<file path="src/rtl/tbc_pkg.sv">
package tbc_pkg;

  // Fixed field widths of the ports.
  localparam int PIX_W      = 8;
  localparam int COORD_W    = 12;
  localparam int ERR_W      = 13;
  localparam int SIZE_W     = 13;
  localparam int CFG_DATA_W = 13;
  localparam int CFG_IDX_W  = 3;

  // Default frame size bounds for the top level parameters.
  localparam int MAX_WIDTH_DEF  = 4096;
  localparam int MAX_HEIGHT_DEF = 4096;

  // Pixel levels and register reset values.
  localparam logic [PIX_W-1:0]   WHITE_LEVEL     = 8'd255;
  localparam logic [PIX_W-1:0]   BLACK_LEVEL     = 8'd0;
  localparam logic [SIZE_W-1:0]  RST_FRAME_SIZE  = 13'd1944;
  localparam logic [PIX_W-1:0]   RST_THRESHOLD   = 8'd20;
  localparam logic [COORD_W-1:0] RST_TARGET      = 12'd0;
  localparam logic [SIZE_W-1:0]  RST_LIMIT       = 13'd1944;

  // Register indexes of the configuration port.
  typedef enum logic [CFG_IDX_W-1:0] {
    REG_FRAME_WIDTH  = 3'd0,
    REG_FRAME_HEIGHT = 3'd1,
    REG_THRESHOLD    = 3'd2,
    REG_TARGET_X     = 3'd3,
    REG_TARGET_Y     = 3'd4,
    REG_LIMIT_X      = 3'd5,
    REG_LIMIT_Y      = 3'd6
  } reg_idx_t;

  // Configuration register file contents.
  typedef struct packed {
    logic [SIZE_W-1:0]  frame_width;
    logic [SIZE_W-1:0]  frame_height;
    logic [PIX_W-1:0]   threshold;
    logic [COORD_W-1:0] target_x;
    logic [COORD_W-1:0] target_y;
    logic [SIZE_W-1:0]  limit_x;
    logic [SIZE_W-1:0]  limit_y;
  } cfg_t;

  // Controller states.
  typedef enum logic [2:0] {
    ST_RUN,
    ST_START_X,
    ST_WAIT_X,
    ST_START_Y,
    ST_WAIT_Y,
    ST_FINISH
  } state_t;

  // Commands from the controller to the datapath.
  typedef struct packed {
    logic pix_accept;
    logic div_start;
    logic div_sel_y;
    logic cap_x;
    logic cap_y;
    logic load_frame;
  } dp_cmd_t;

  // Status from the datapath to the controller.
  typedef struct packed {
    logic out_free;
    logic frame_end;
    logic frame_empty;
    logic div_busy;
  } dp_status_t;

endpackage

</file>
<file path="src/rtl/tbc_div.sv">
module tbc_div import tbc_pkg::*; #(
  parameter int QW = 12,
  parameter int NW = 25
) (
  input  logic             clk,
  input  logic             rst_n,
  input  logic             start,
  input  logic [QW+NW-1:0] dividend,
  input  logic [NW-1:0]    divisor,
  output logic             busy,
  output logic [QW-1:0]    quotient
);

  localparam int CNT_W = $clog2(QW + 1);

  logic             busy_r, busy_nxt;
  logic [CNT_W-1:0] cnt_r, cnt_nxt;
  logic [NW-1:0]    rem_r, rem_nxt;
  logic [QW-1:0]    lo_r, lo_nxt;
  logic [NW-1:0]    div_r, div_nxt;
  logic [NW:0]      trial;
  logic             ge;

  // One restoring step per cycle; the quotient bits shift into the low word.
  // The upper dividend bits start below the divisor since the mean fits in QW bits.
  always_comb begin
    trial    = {rem_r, lo_r[QW-1]};
    ge       = (trial >= {1'b0, div_r});
    busy_nxt = busy_r;
    cnt_nxt  = cnt_r;
    rem_nxt  = rem_r;
    lo_nxt   = lo_r;
    div_nxt  = div_r;
    if (start) begin
      busy_nxt = 1'b1;
      cnt_nxt  = CNT_W'(QW);
      rem_nxt  = dividend[QW+NW-1:QW];
      lo_nxt   = dividend[QW-1:0];
      div_nxt  = divisor;
    end else if (busy_r) begin
      rem_nxt = ge ? NW'(trial - {1'b0, div_r}) : NW'(trial);
      lo_nxt  = QW'({lo_r, ge});
      cnt_nxt = cnt_r - CNT_W'(1);
      if (cnt_r == CNT_W'(1)) begin
        busy_nxt = 1'b0;
      end
    end
  end

  always_ff @(posedge clk) begin
    if (!rst_n) begin
      busy_r <= 1'b0;
      cnt_r  <= '0;
    end else begin
      busy_r <= busy_nxt;
      cnt_r  <= cnt_nxt;
    end
  end

  // Operand and result words carry no reset.
  always_ff @(posedge clk) begin
    rem_r <= rem_nxt;
    lo_r  <= lo_nxt;
    div_r <= div_nxt;
  end

  assign busy     = busy_r;
  assign quotient = lo_r;

endmodule

</file>
<file path="src/rtl/tbc_ctrl.sv">
module tbc_ctrl import tbc_pkg::*; (
  input  logic       clk,
  input  logic       rst_n,
  input  logic       in_valid,
  input  dp_status_t status,
  output logic       in_stall,
  output dp_cmd_t    cmd
);

  state_t state_r, state_nxt;

  // Next state and commands.
  always_comb begin
    state_nxt = state_r;
    cmd       = '0;
    in_stall  = 1'b1;
    case (state_r)
      ST_RUN: begin
        in_stall = !status.out_free;
        if (in_valid && status.out_free) begin
          cmd.pix_accept = 1'b1;
          if (status.frame_end) begin
            state_nxt = status.frame_empty ? ST_FINISH : ST_START_X;
          end
        end
      end
      ST_START_X: begin
        cmd.div_start = 1'b1;
        state_nxt     = ST_WAIT_X;
      end
      ST_WAIT_X: begin
        if (!status.div_busy) begin
          cmd.cap_x = 1'b1;
          state_nxt = ST_START_Y;
        end
      end
      ST_START_Y: begin
        cmd.div_start = 1'b1;
        cmd.div_sel_y = 1'b1;
        state_nxt     = ST_WAIT_Y;
      end
      ST_WAIT_Y: begin
        if (!status.div_busy) begin
          cmd.cap_y = 1'b1;
          state_nxt = ST_FINISH;
        end
      end
      ST_FINISH: begin
        if (status.out_free) begin
          cmd.load_frame = 1'b1;
          state_nxt      = ST_RUN;
        end
      end
      default: begin
        state_nxt = ST_RUN;
      end
    endcase
  end

  // State register.
  always_ff @(posedge clk) begin
    if (!rst_n) begin
      state_r <= ST_RUN;
    end else begin
      state_r <= state_nxt;
    end
  end

endmodule

</file>
<file path="src/rtl/tbc_datapath.sv">
module tbc_datapath import tbc_pkg::*; #(
  parameter int MAX_WIDTH  = MAX_WIDTH_DEF,
  parameter int MAX_HEIGHT = MAX_HEIGHT_DEF
) (
  input  logic                     clk,
  input  logic                     rst_n,
  input  cfg_t                     cfg,
  input  dp_cmd_t                  cmd,
  output dp_status_t               status,
  input  logic [PIX_W-1:0]         in_pixel,
  output logic                     out_valid,
  input  logic                     out_stall,
  output logic [PIX_W-1:0]         out_binary_pixel,
  output logic                     out_frame_done,
  output logic                     out_found,
  output logic [COORD_W-1:0]       out_centroid_x,
  output logic [COORD_W-1:0]       out_centroid_y,
  output logic signed [ERR_W-1:0]  out_error_x,
  output logic signed [ERR_W-1:0]  out_error_y,
  output logic                     out_in_bounds
);

  localparam int CW  = $clog2(MAX_WIDTH);
  localparam int RW  = $clog2(MAX_HEIGHT);
  localparam int WW  = $clog2(MAX_WIDTH + 1);
  localparam int HW  = $clog2(MAX_HEIGHT + 1);
  localparam int NW  = CW + RW + 1;
  localparam int SXW = 2 * CW + RW;
  localparam int SYW = CW + 2 * RW;
  localparam int QW  = (CW > RW) ? CW : RW;
  localparam int DW  = QW + NW;

  logic [CW-1:0]  col_r, col_nxt;
  logic [RW-1:0]  row_r, row_nxt;
  logic [SXW-1:0] sum_x_r, sum_x_nxt, sum_x_add;
  logic [SYW-1:0] sum_y_r, sum_y_nxt, sum_y_add;
  logic [NW-1:0]  cnt_r, cnt_nxt, cnt_add;

  logic [SXW-1:0] snap_sx_r;
  logic [SYW-1:0] snap_sy_r;
  logic [NW-1:0]  snap_n_r;
  logic           white_last_r;
  logic [COORD_W-1:0] qx_r, qy_r;

  logic [31:0]    fw32, fh32, w32, h32;
  logic [WW-1:0]  w;
  logic [HW-1:0]  h;
  logic           white, row_end, frame_end;

  logic [DW-1:0]  div_dividend;
  logic           div_busy;
  logic [QW-1:0]  div_quot;

  logic           found;
  logic [COORD_W-1:0] cx, cy;
  logic [ERR_W-1:0]   ex, ey;
  logic           inb;

  logic                 out_valid_r, out_valid_nxt;
  logic                 out_free;
  logic [PIX_W-1:0]     o_bin_r;
  logic                 o_done_r, o_found_r, o_inb_r;
  logic [COORD_W-1:0]   o_cx_r, o_cy_r;
  logic [ERR_W-1:0]     o_ex_r, o_ey_r;

  // Frame size clamped into one to the maximum.
  always_comb begin
    fw32 = 32'(cfg.frame_width);
    fh32 = 32'(cfg.frame_height);
    if (fw32 == 32'd0) begin
      w32 = 32'd1;
    end else if (fw32 > 32'(MAX_WIDTH)) begin
      w32 = 32'(MAX_WIDTH);
    end else begin
      w32 = fw32;
    end
    if (fh32 == 32'd0) begin
      h32 = 32'd1;
    end else if (fh32 > 32'(MAX_HEIGHT)) begin
      h32 = 32'(MAX_HEIGHT);
    end else begin
      h32 = fh32;
    end
    w = WW'(w32);
    h = HW'(h32);
  end

  // Threshold and raster position of the current pixel.
  assign white     = (in_pixel > cfg.threshold);
  assign row_end   = (WW'(col_r) >= (w - WW'(1)));
  assign frame_end = row_end && (HW'(row_r) >= (h - HW'(1)));

  // Accumulators with the current pixel added.
  assign sum_x_add = white ? (sum_x_r + SXW'(col_r)) : sum_x_r;
  assign sum_y_add = white ? (sum_y_r + SYW'(row_r)) : sum_y_r;
  assign cnt_add   = white ? (cnt_r + NW'(1)) : cnt_r;

  // Counter and accumulator update on each accepted pixel.
  always_comb begin
    col_nxt   = col_r;
    row_nxt   = row_r;
    sum_x_nxt = sum_x_r;
    sum_y_nxt = sum_y_r;
    cnt_nxt   = cnt_r;
    if (cmd.pix_accept) begin
      if (frame_end) begin
        col_nxt   = '0;
        row_nxt   = '0;
        sum_x_nxt = '0;
        sum_y_nxt = '0;
        cnt_nxt   = '0;
      end else begin
        sum_x_nxt = sum_x_add;
        sum_y_nxt = sum_y_add;
        cnt_nxt   = cnt_add;
        if (row_end) begin
          col_nxt = '0;
          row_nxt = row_r + RW'(1);
        end else begin
          col_nxt = col_r + CW'(1);
        end
      end
    end
  end

  always_ff @(posedge clk) begin
    if (!rst_n) begin
      col_r   <= '0;
      row_r   <= '0;
      sum_x_r <= '0;
      sum_y_r <= '0;
      cnt_r   <= '0;
    end else begin
      col_r   <= col_nxt;
      row_r   <= row_nxt;
      sum_x_r <= sum_x_nxt;
      sum_y_r <= sum_y_nxt;
      cnt_r   <= cnt_nxt;
    end
  end

  // Frame totals are held for the divider while the accumulators restart.
  always_ff @(posedge clk) begin
    if (cmd.pix_accept && frame_end) begin
      snap_sx_r    <= sum_x_add;
      snap_sy_r    <= sum_y_add;
      snap_n_r     <= cnt_add;
      white_last_r <= white;
    end
    if (cmd.cap_x) begin
      qx_r <= COORD_W'(div_quot);
    end
    if (cmd.cap_y) begin
      qy_r <= COORD_W'(div_quot);
    end
  end

  // One divider serves both coordinates in turn.
  assign div_dividend = cmd.div_sel_y ? DW'(snap_sy_r) : DW'(snap_sx_r);

  tbc_div #(
    .QW (QW),
    .NW (NW)
  ) u_div (
    .clk      (clk),
    .rst_n    (rst_n),
    .start    (cmd.div_start),
    .dividend (div_dividend),
    .divisor  (snap_n_r),
    .busy     (div_busy),
    .quotient (div_quot)
  );

  // Frame result from the captured quotients.
  always_comb begin
    found = (snap_n_r != '0);
    cx    = found ? qx_r : '0;
    cy    = found ? qy_r : '0;
    ex    = found ? (ERR_W'(qx_r) - ERR_W'(cfg.target_x)) : '0;
    ey    = found ? (ERR_W'(qy_r) - ERR_W'(cfg.target_y)) : '0;
    inb   = found && (qx_r != '0) && (SIZE_W'(qx_r) < cfg.limit_x)
                  && (qy_r != '0) && (SIZE_W'(qy_r) < cfg.limit_y);
  end

  // Output register: free when empty or when its item is taken this cycle.
  assign out_free = !out_valid_r || !out_stall;

  always_comb begin
    out_valid_nxt = out_valid_r;
    if ((cmd.pix_accept && !frame_end) || cmd.load_frame) begin
      out_valid_nxt = 1'b1;
    end else if (out_free) begin
      out_valid_nxt = 1'b0;
    end
  end

  always_ff @(posedge clk) begin
    if (!rst_n) begin
      out_valid_r <= 1'b0;
    end else begin
      out_valid_r <= out_valid_nxt;
    end
  end

  always_ff @(posedge clk) begin
    if (cmd.pix_accept && !frame_end) begin
      o_bin_r   <= white ? WHITE_LEVEL : BLACK_LEVEL;
      o_done_r  <= 1'b0;
      o_found_r <= 1'b0;
      o_cx_r    <= '0;
      o_cy_r    <= '0;
      o_ex_r    <= '0;
      o_ey_r    <= '0;
      o_inb_r   <= 1'b0;
    end else if (cmd.load_frame) begin
      o_bin_r   <= white_last_r ? WHITE_LEVEL : BLACK_LEVEL;
      o_done_r  <= 1'b1;
      o_found_r <= found;
      o_cx_r    <= cx;
      o_cy_r    <= cy;
      o_ex_r    <= ex;
      o_ey_r    <= ey;
      o_inb_r   <= inb;
    end
  end

  assign out_valid        = out_valid_r;
  assign out_binary_pixel = o_bin_r;
  assign out_frame_done   = o_done_r;
  assign out_found        = o_found_r;
  assign out_centroid_x   = o_cx_r;
  assign out_centroid_y   = o_cy_r;
  assign out_error_x      = $signed(o_ex_r);
  assign out_error_y      = $signed(o_ey_r);
  assign out_in_bounds    = o_inb_r;

  // Status for the controller.
  assign status.out_free    = out_free;
  assign status.frame_end   = frame_end;
  assign status.frame_empty = (cnt_r == '0) && !white;
  assign status.div_busy    = div_busy;

endmodule

</file>
<file path="src/rtl/threshold_blob_centroid_unit.sv">
// An ordinary pixel gives its item in the cycle after it is accepted. The last pixel
// of a frame gives the frame item after the shared restoring divider has run Q steps
// for each coordinate, Q being the quotient width, X first and then Y, and once the
// output register is free. An empty frame skips the divider for the finish state.
// Throughput: one pixel per cycle while the output is free; a frame end holds the input.
// Reset (rst_n low, synchronous) restores the register defaults and clears all counters.
module threshold_blob_centroid_unit import tbc_pkg::*; #(
  parameter int MAX_WIDTH  = MAX_WIDTH_DEF,
  parameter int MAX_HEIGHT = MAX_HEIGHT_DEF
) (
  input  logic                     clk,
  input  logic                     rst_n,
  input  logic                     in_valid,
  output logic                     in_stall,
  input  logic [PIX_W-1:0]         in_pixel,
  output logic                     out_valid,
  input  logic                     out_stall,
  output logic [PIX_W-1:0]         out_binary_pixel,
  output logic                     out_frame_done,
  output logic                     out_found,
  output logic [COORD_W-1:0]       out_centroid_x,
  output logic [COORD_W-1:0]       out_centroid_y,
  output logic signed [ERR_W-1:0]  out_error_x,
  output logic signed [ERR_W-1:0]  out_error_y,
  output logic                     out_in_bounds,
  input  logic                     cfg_we,
  input  logic [CFG_IDX_W-1:0]     cfg_index,
  input  logic [CFG_DATA_W-1:0]    cfg_data
);

  cfg_t       cfg_r, cfg_nxt;
  dp_cmd_t    cmd;
  dp_status_t status;

  // Configuration register writes.
  always_comb begin
    cfg_nxt = cfg_r;
    if (cfg_we) begin
      case (reg_idx_t'(cfg_index))
        REG_FRAME_WIDTH:  cfg_nxt.frame_width  = cfg_data[SIZE_W-1:0];
        REG_FRAME_HEIGHT: cfg_nxt.frame_height = cfg_data[SIZE_W-1:0];
        REG_THRESHOLD:    cfg_nxt.threshold    = cfg_data[PIX_W-1:0];
        REG_TARGET_X:     cfg_nxt.target_x     = cfg_data[COORD_W-1:0];
        REG_TARGET_Y:     cfg_nxt.target_y     = cfg_data[COORD_W-1:0];
        REG_LIMIT_X:      cfg_nxt.limit_x      = cfg_data[SIZE_W-1:0];
        REG_LIMIT_Y:      cfg_nxt.limit_y      = cfg_data[SIZE_W-1:0];
        default: begin
          cfg_nxt = cfg_r;
        end
      endcase
    end
  end

  always_ff @(posedge clk) begin
    if (!rst_n) begin
      cfg_r.frame_width  <= RST_FRAME_SIZE;
      cfg_r.frame_height <= RST_FRAME_SIZE;
      cfg_r.threshold    <= RST_THRESHOLD;
      cfg_r.target_x     <= RST_TARGET;
      cfg_r.target_y     <= RST_TARGET;
      cfg_r.limit_x      <= RST_LIMIT;
      cfg_r.limit_y      <= RST_LIMIT;
    end else begin
      cfg_r <= cfg_nxt;
    end
  end

  // Controller.
  tbc_ctrl u_ctrl (
    .clk      (clk),
    .rst_n    (rst_n),
    .in_valid (in_valid),
    .status   (status),
    .in_stall (in_stall),
    .cmd      (cmd)
  );

  // Datapath.
  tbc_datapath #(
    .MAX_WIDTH  (MAX_WIDTH),
    .MAX_HEIGHT (MAX_HEIGHT)
  ) u_dp (
    .clk              (clk),
    .rst_n            (rst_n),
    .cfg              (cfg_r),
    .cmd              (cmd),
    .status           (status),
    .in_pixel         (in_pixel),
    .out_valid        (out_valid),
    .out_stall        (out_stall),
    .out_binary_pixel (out_binary_pixel),
    .out_frame_done   (out_frame_done),
    .out_found        (out_found),
    .out_centroid_x   (out_centroid_x),
    .out_centroid_y   (out_centroid_y),
    .out_error_x      (out_error_x),
    .out_error_y      (out_error_y),
    .out_in_bounds    (out_in_bounds)
  );

endmodule

</file>
<file path="config.mk">
export PLATFORM = sky130hd
export DESIGN_NAME = threshold_blob_centroid_unit
export DESIGN_NICKNAME = d
export VERILOG_FILES = /design/src/rtl/tbc_pkg.sv /design/src/rtl/tbc_div.sv /design/src/rtl/tbc_ctrl.sv /design/src/rtl/tbc_datapath.sv /design/src/rtl/threshold_blob_centroid_unit.sv
export SDC_FILE = /design/constraint.sdc
export NUM_CORES = 1
export LEC_CHECK = 0
export ABC_CLOCK_PERIOD_IN_PS = 11200
export BUFFER_PORTS_ARGS = -buffer_cell sky130_fd_sc_hd__buf_2
export CORE_ASPECT_RATIO = 0.9
export CORE_MARGIN = 4
export CORE_UTILIZATION = 50
export DETAILED_ROUTE_END_ITERATION = 10
export PLACE_DENSITY_LB_ADDON = 0.05
export SETUP_SLACK_MARGIN = 0.1
export SLEW_MARGIN = 20
export SYNTH_ARGS = -nofsm -noshare
export SYNTH_HDL_FRONTEND = slang
export SYNTH_SLANG_ARGS = --single-unit
</file>
<file path="constraint.sdc">
create_clock -name clk -period 11.2 [get_ports clk]
set_clock_uncertainty 0.1 [all_clocks]
set_input_delay 2.24 -clock clk [delete_from_list [all_inputs] [get_ports clk]]
set_output_delay 2.24 -clock clk [all_outputs]
set_load 0.05 [all_outputs]
</file>
## Word level (Yosys, flattened, before mapping)

Index checks and enable logic that the tools add are counted.

| storage, ports and cells | value |
|---|---|
| bits in registers | 459 |
| latch bits | 0 |
| bits in writable memories | 0 |
| ROM bits | 0 |
| input bits | 29 |
| output and inout bits | 63 |
| word-level logic and storage cells | 162 |
| memories kept | 0 |

| cells by class | value |
|---|---|
| add/sub/neg operators | 11 |
| multipliers | 0 |
| div/mod/pow operators | 0 |
| magnitude comparators | 8 |
| equality and inequality tests | 17 |
| shifts and indexed selects | 0 |
| multiplexer cells | 52 |
| bitwise logic cells | 1 |
| reductions and logical operators | 39 |

Operator list:

| kind | number |
|---|---|
| $mux 36 | 5 |
| $mux 25 | 5 |
| $mux 12 | 8 |
| $mux 13 | 6 |
| $add 36x12->36 | 2 |
| $mux 8 | 4 |
| $ge 12x13->1 | 2 |
| $ge 26x25->1 | 1 |
| $gt 13x13->1 const B | 2 |
| $logic_not 13->1 | 2 |
| $lt 12x13->1 | 2 |
| $sub 12x12->13 | 2 |
| $sub 13x1->13 const B | 2 |
| $add 25x1->25 const B | 1 |
| $logic_not 25->1 | 1 |
| $reduce_bool 25->1 | 1 |
| $sub 25x25->25 | 1 |
| $add 12x1->12 const B | 2 |
| $reduce_bool 12->1 | 2 |
| $mux 3 | 6 |
| $pmux 3 s6 | 1 |
| $reduce_and 2->1 | 8 |
| $eq 3x3->1 const B | 5 |
| $mux 1 | 15 |
| 16 further kinds | 42 |

## Logic depth before layout (Yosys ltp)

| logic depth | value |
|---|---|
| word-level depth | 10 |
| gate-level depth with buffers | 23 |
| gate-level depth less buffers | 19 |

## Cells and area by module

From an unflattened synthesis, not the netlist that was laid out.

| second synthesis, totals | value |
|---|---|
| cell total of the unflattened synthesis | 2438 |
| area total of the unflattened synthesis | 24202.0 sq um |

Modules (own cells, without submodules):

| module | instances | cells an instance | area an instance (sq um) | seq. area each (sq um) |
|---|---|---|---|---|
| tbc_datapath | 1 | 1686 | 16387.0 | 7196.9 |
| tbc_div | 1 | 425 | 4423.0 | 1961.9 |
| threshold_blob_centroid_unit | 1 | 300 | 3166.8 | 1681.6 |
| tbc_ctrl | 1 | 27 | 225.2 | 60.1 |

## Least setup slack after synthesis

Ideal clock, no wire load.

| timing | value |
|---|---|
| path kind | flip-flop to flip-flop |
| from | register cfg_r[62] in the netlist's numbering |
| to | register u_dp.sum_y_r[10] |
| arrival | 7.494 ns |
| data required time | 10.716 ns |
| path slack | 3.222 ns |
| stages on the path, launching flop included | 22 |
| period minus slack after synthesis | 7.978 ns |
| cell sequence | dfxtp_1 buf_2 nor4_2 nand2b_1 or2_1 nor3_2 nand2_1 nor2_1 o21ai_0 ha_1 clkbuf_1 nand2_1 o311a_1 a21oi_1 ha_1 o21a_1 o22ai_1 a211oi_1 nand3_1 buf_2 nor2_1 a2111oi_0 |

| on the way | value |
|---|---|
| word-level cells in the longest chain between the ends | 7 |
| elaborated cells on any way between the ends | 8 |

Ends and longest elaborated chain:

| item | RTL line | source |
|---|---|---|
| start, declared | threshold_blob_centroid_unit.sv:31 | `cfg_t cfg_r, cfg_nxt;` |
| start signal, assigned | threshold_blob_centroid_unit.sv:64 | `cfg_r <= cfg_nxt;` |
| $gt 13x13->1 | tbc_datapath.sv:79 | `end else if (fh32 > 32'(MAX_HEIGHT)) begin` |
| $mux 13 | tbc_datapath.sv:79 |  |
| $mux 13 (*) | tbc_datapath.sv:77 | `if (fh32 == 32'd0) begin` |
| $sub 13x1->13 (*) | tbc_datapath.sv:91 | `assign frame_end = row_end && (HW'(row_r) >= (h - HW'(1)));` |
| $ge 12x13->1 (*) | tbc_datapath.sv:91 |  |
| $logic_and 1x1->1 (*) | tbc_datapath.sv:91 |  |
| $mux 36 (*) | tbc_datapath.sv:106 | `if (frame_end) begin` |
| end signal, assigned | tbc_datapath.sv:137 | `sum_y_r <= sum_y_nxt;` |
| end, declared | tbc_datapath.sv:36 | `logic [SYW-1:0] sum_y_r, sum_y_nxt, sum_y_add;` |

Mark *: on every way between the ends. The rest lies on a longest branch, timed or not.
A chain may end at the register's enable or synchronous reset.

## Worst setup path in the final report

| timing | value |
|---|---|
| from | register cfg_r[62] in the netlist's numbering |
| to | register u_dp.snap_n_r[2] (enable) |

| on the way | value |
|---|---|
| word-level cells in the longest chain between the ends | 7 |
| elaborated cells on any way between the ends | 8 |

Ends and longest elaborated chain:

| item | RTL line | source |
|---|---|---|
| $gt 13x13->1 | tbc_datapath.sv:79 |  |
| $mux 13 | tbc_datapath.sv:79 |  |
| $mux 13 (*) | tbc_datapath.sv:77 |  |
| $sub 13x1->13 (*) | tbc_datapath.sv:91 |  |
| $ge 12x13->1 (*) | tbc_datapath.sv:91 |  |
| $logic_and 1x1->1 (*) | tbc_datapath.sv:91 |  |
| $logic_and 1x1->1 (*) | tbc_datapath.sv:144 | `if (cmd.pix_accept && frame_end) begin` |
| end signal, assigned | tbc_datapath.sv:147 | `snap_n_r <= cnt_add;` |
| end, declared | tbc_datapath.sv:41 | `logic [NW-1:0] snap_n_r;` |

Marked as above.

==> flow_metrics.tcl <==
set metrics [dict create \
    slew_headroom_pct 31.80 \
    synthCells 2422 \
    avgSynthCellArea_um2 9.590 \
    crit_chain "nor4_2 > nand2b_1 > or2_1 > nor3_2 > nand2_1 > nor2_1 > o21ai_0 > ha_1 > nand2_1 > o311a_1 > a21oi_1 > ha_1 > o21a_1 > o22ai_1 > a211oi_1 > nand3_2 > buf_4 > nor2_4 > buf_4" \
    diodes 0 \
    path_delay_family "simple AND/OR/NAND/NOR gates" \
    final_nets 2636 \
    slowest_stage "buf_4" \
    outcome "complete, no violations" \
    h-tree-depth 2 \
    timing.fmax_mhz 165.9 \
    die_w_um 235.2 \
    cts_root_buffer "clkbuf_16" \
    worst-setup-path-type "flip-flop to flip-flop" \
    drtAntennaViolNets 0 \
    cts.repair.resized 0 \
    pwr_density_cell_nw_per_um2 137.1 \
    start_util_pct 50.89 \
    fin_setup_tns_ns 0 \
    critPathMaxStageDelay_ns 0.82 \
    via_count 18100 \
    maxCapViolCount 0 \
    synth_area_um2 23230 \
    synthArstFlopShare_pct 0 \
    cts_tree "yes" \
    cts_setup_buffers 0 \
    leakage_uw 0.009717 \
    fin_crit_sh_pct 53.82 \
    yosysUniqueCellTypes 88 \
    synth_top_flop_cell "dfxtp_1" \
    core.rowCount 74 \
    wirelength_mm 61.81 \
    hold_viol_final 0 \
    grt_pass1_wl_mm 96.28 \
    synth_nets 2591 \
    arrival_ns 6.13 \
    grt_pass1_vias 16740 \
    yosysWarnings 0 \
    antenna_found_initial 2 \
    wl_per_cell_um 19.85 \
    worst_pin_slew_ns 1.023 \
    worstPathMaxFanout 70 \
    ir_drop_uv 107.3 \
    layout-drive-gt1-share_pct 9.457 \
    clk-insertion-delay-late_ns 0.59 \
    dp_hpwl_mm 43.45 \
    port_buffers 91 \
    grt_usage_pct 24.08 \
    final.setup.worst_slack_ns 5.172 \
    post-route-drc-count 0 \
    dieArea_um2 49970 \
    setup_viol_count_final 0 \
    fin_crit_ns 6.028 \
    hp-class "flip-flop to flip-flop" \
    synth-edff-count 185 \
    ys_seq_area_share_pct 46.93 \
    cts_buffers 48 \
    clock_sinks 452 \
    core_um2 45650 \
    drt_first_pass_iters 5 \
    dieHeight_um 212.5 \
    areaGrowthSynthToFinish_pct 10.92 \
    overflow 0 \
    slew_viol_final 0 \
    cts-hold-fix-buffers 0 \
    rsz0062_at_grt "false" \
    path_buf_inv 2 \
    ios 92 \
    clockBufferDepth 3 \
    cp.required_ns 11.31 \
    end_kind "flip-flop" \
    first_iter_violations 1548 \
    gp_congestion 0.8614 \
    start_kind "flip-flop" \
    power_uw 3532 \
    grt_max_degree 88 \
    post-place-ws_ns 5.210 \
    routed_via_density 5.814 \
    clkSlewWorstSetupHoldPaths_ns 0.06 \
    synth-seq-cells 452 \
]
[report_power, final]
part | leakage, uW | total, uW | internal, uW | switching, uW
Clock | 0.000809 | 1650 | 960 | 688
Sequential | 0.00365 | 1720 | 1710 | 10.0
Combinational | 0.00526 | 162 | 42.2 | 120
[area by class of cell]
cell class,count,area (um^2)
fill,3996,19880
timing repair buffer,111,605.6
clock buffer,57,1275
inverter,129,485.5
tap,608,760.7
multi-input combinational,1725,11380
clock inverter,32,356.6
sequential,452,10900
[cells by family after synthesis]
logic type	count (synthesis)	synth area share, %
AO/OA/AOI/OAI	576	16.77
XOR/XNOR	159	5.995
adder cells (fa/ha/maj)	140	7.703
buffers and inverters	245	4.379
flip-flops	452	46.93
multiplexers	36	1.557
AND/OR/NAND/NOR	814	16.67
[worst paths after layout]
| path | depth (start not counted) | startpoint | slack [ns] | to |
|---|---|---|---|---|
| setup / recovery | 19 | cfg_r[62]$_SDFFE_PN1P_ | 5.17 | u_dp.snap_n_r[2]$_DFFE_PP_ |
| hold / removal | 2 | cfg_r[5]$_SDFFE_PN0P_ | 0.35 | cfg_r[5]$_SDFFE_PN0P_ |
| setup reg to reg | 19 | cfg_r[62]$_SDFFE_PN1P_ | 5.17 | u_dp.snap_n_r[2]$_DFFE_PP_ |
| hold reg to reg | 2 | cfg_r[5]$_SDFFE_PN0P_ | 0.35 | cfg_r[5]$_SDFFE_PN0P_ |
[tightest hold or removal path: cells and delay by family, from the launching register on]
family,cells,cell delay [ns]
AO/OA/AOI/OAI,1,0.05
AND/OR/NAND/NOR,1,0.05
flip-flops,1,0.31
[per-stage QoR]
step	utilization [%]	instance area, um^2	std cells	hold WS, ns
after floorplan	-	23230	2422	0.3268
after global placement	52.85	24120	3025	0.3328
after detailed placement	52.85	24120	3025	0.3384
after CTS	56.42	25750	3114	0.3519
after global routing	56.44	25760	3114	0.3718
final	56.44	25760	3114	0.3533
[state kept, by name, summed over array words and instances (netlist names), 13 cells and up]
signal	cells
cfg_r	84
u_dp.snap_sx_r	36
u_dp.snap_sy_r	36
u_dp.sum_x_r	36
u_dp.sum_y_r	36
u_dp.cnt_r	25
u_dp.snap_n_r	25
u_dp.u_div.div_r	25
u_dp.u_div.rem_r	25
u_dp.out_error_x	13
u_dp.out_error_y	13
[routing by layer]
| metal | vias to the layer above | share of wire (%) | wire (um) | track usage, % |
|---|---|---|---|---|
| li1 | 8852 | - | - | - |
| met1 | 8640 | 50 | 30740 | 36.88 |
| met2 | 516 | 42 | 25790 | 35.62 |
| met3 | 94 | 6.2 | 3853 | 3.671 |
| met4 | 2 | 2.3 | 1414 | 6.456 |
| met5 | - | 0.018 | 11 | 0 |
[synthesized netlist by cell type (20+ instances only)]
cell type	n	area, um^2
nand3_1	132	660.6
o211ai_1	37	277.8
nand2_1	344	1291
buf_2	21	105.1
nand4_1	25	156.4
and3_1	31	193.9
xor2_1	60	525.5
a22o_1	81	709.4
o21a_1	21	157.7
edfxtp_1	185	5555
xnor2_1	99	867.1
inv_1	128	480.5
clkbuf_1	73	274.0
nor4_1	28	175.2
mux2i_1	35	350.3
a21o_1	52	390.4
ha_1	135	1689
nor2_1	95	356.6
a31oi_1	21	131.4
a21oi_1	185	925.9
dfxtp_1	267	5345
or3_1	24	150.1
nor3_1	46	230.2
o21ai_0	82	410.4
nand2b_1	20	125.1
[cells in the final DEF (no fill, tap or decap), types with 20 or more instances in the layout]
cell,Yosys,final
a21o_1,52,52
a21oi_1,185,184
a22o_1,81,81
a31oi_1,21,21
and3_1,31,31
buf_2,21,91
buf_4,8,20
clkbuf_16,0,48
dfxtp_1,267,266
edfxtp_1,185,185
ha_1,135,135
inv_1,128,128
mux2i_1,35,35
nand2_1,344,344
nand3_1,132,130
nand4_1,25,25
nor2_1,95,90
nor3_1,46,45
nor4_1,28,28
o211ai_1,37,37
o21a_1,21,21
o21ai_0,82,81
or3_1,24,24
xnor2_1,99,99
xor2_1,60,60
No activity file was read; power rests on OpenSTA's default activity.
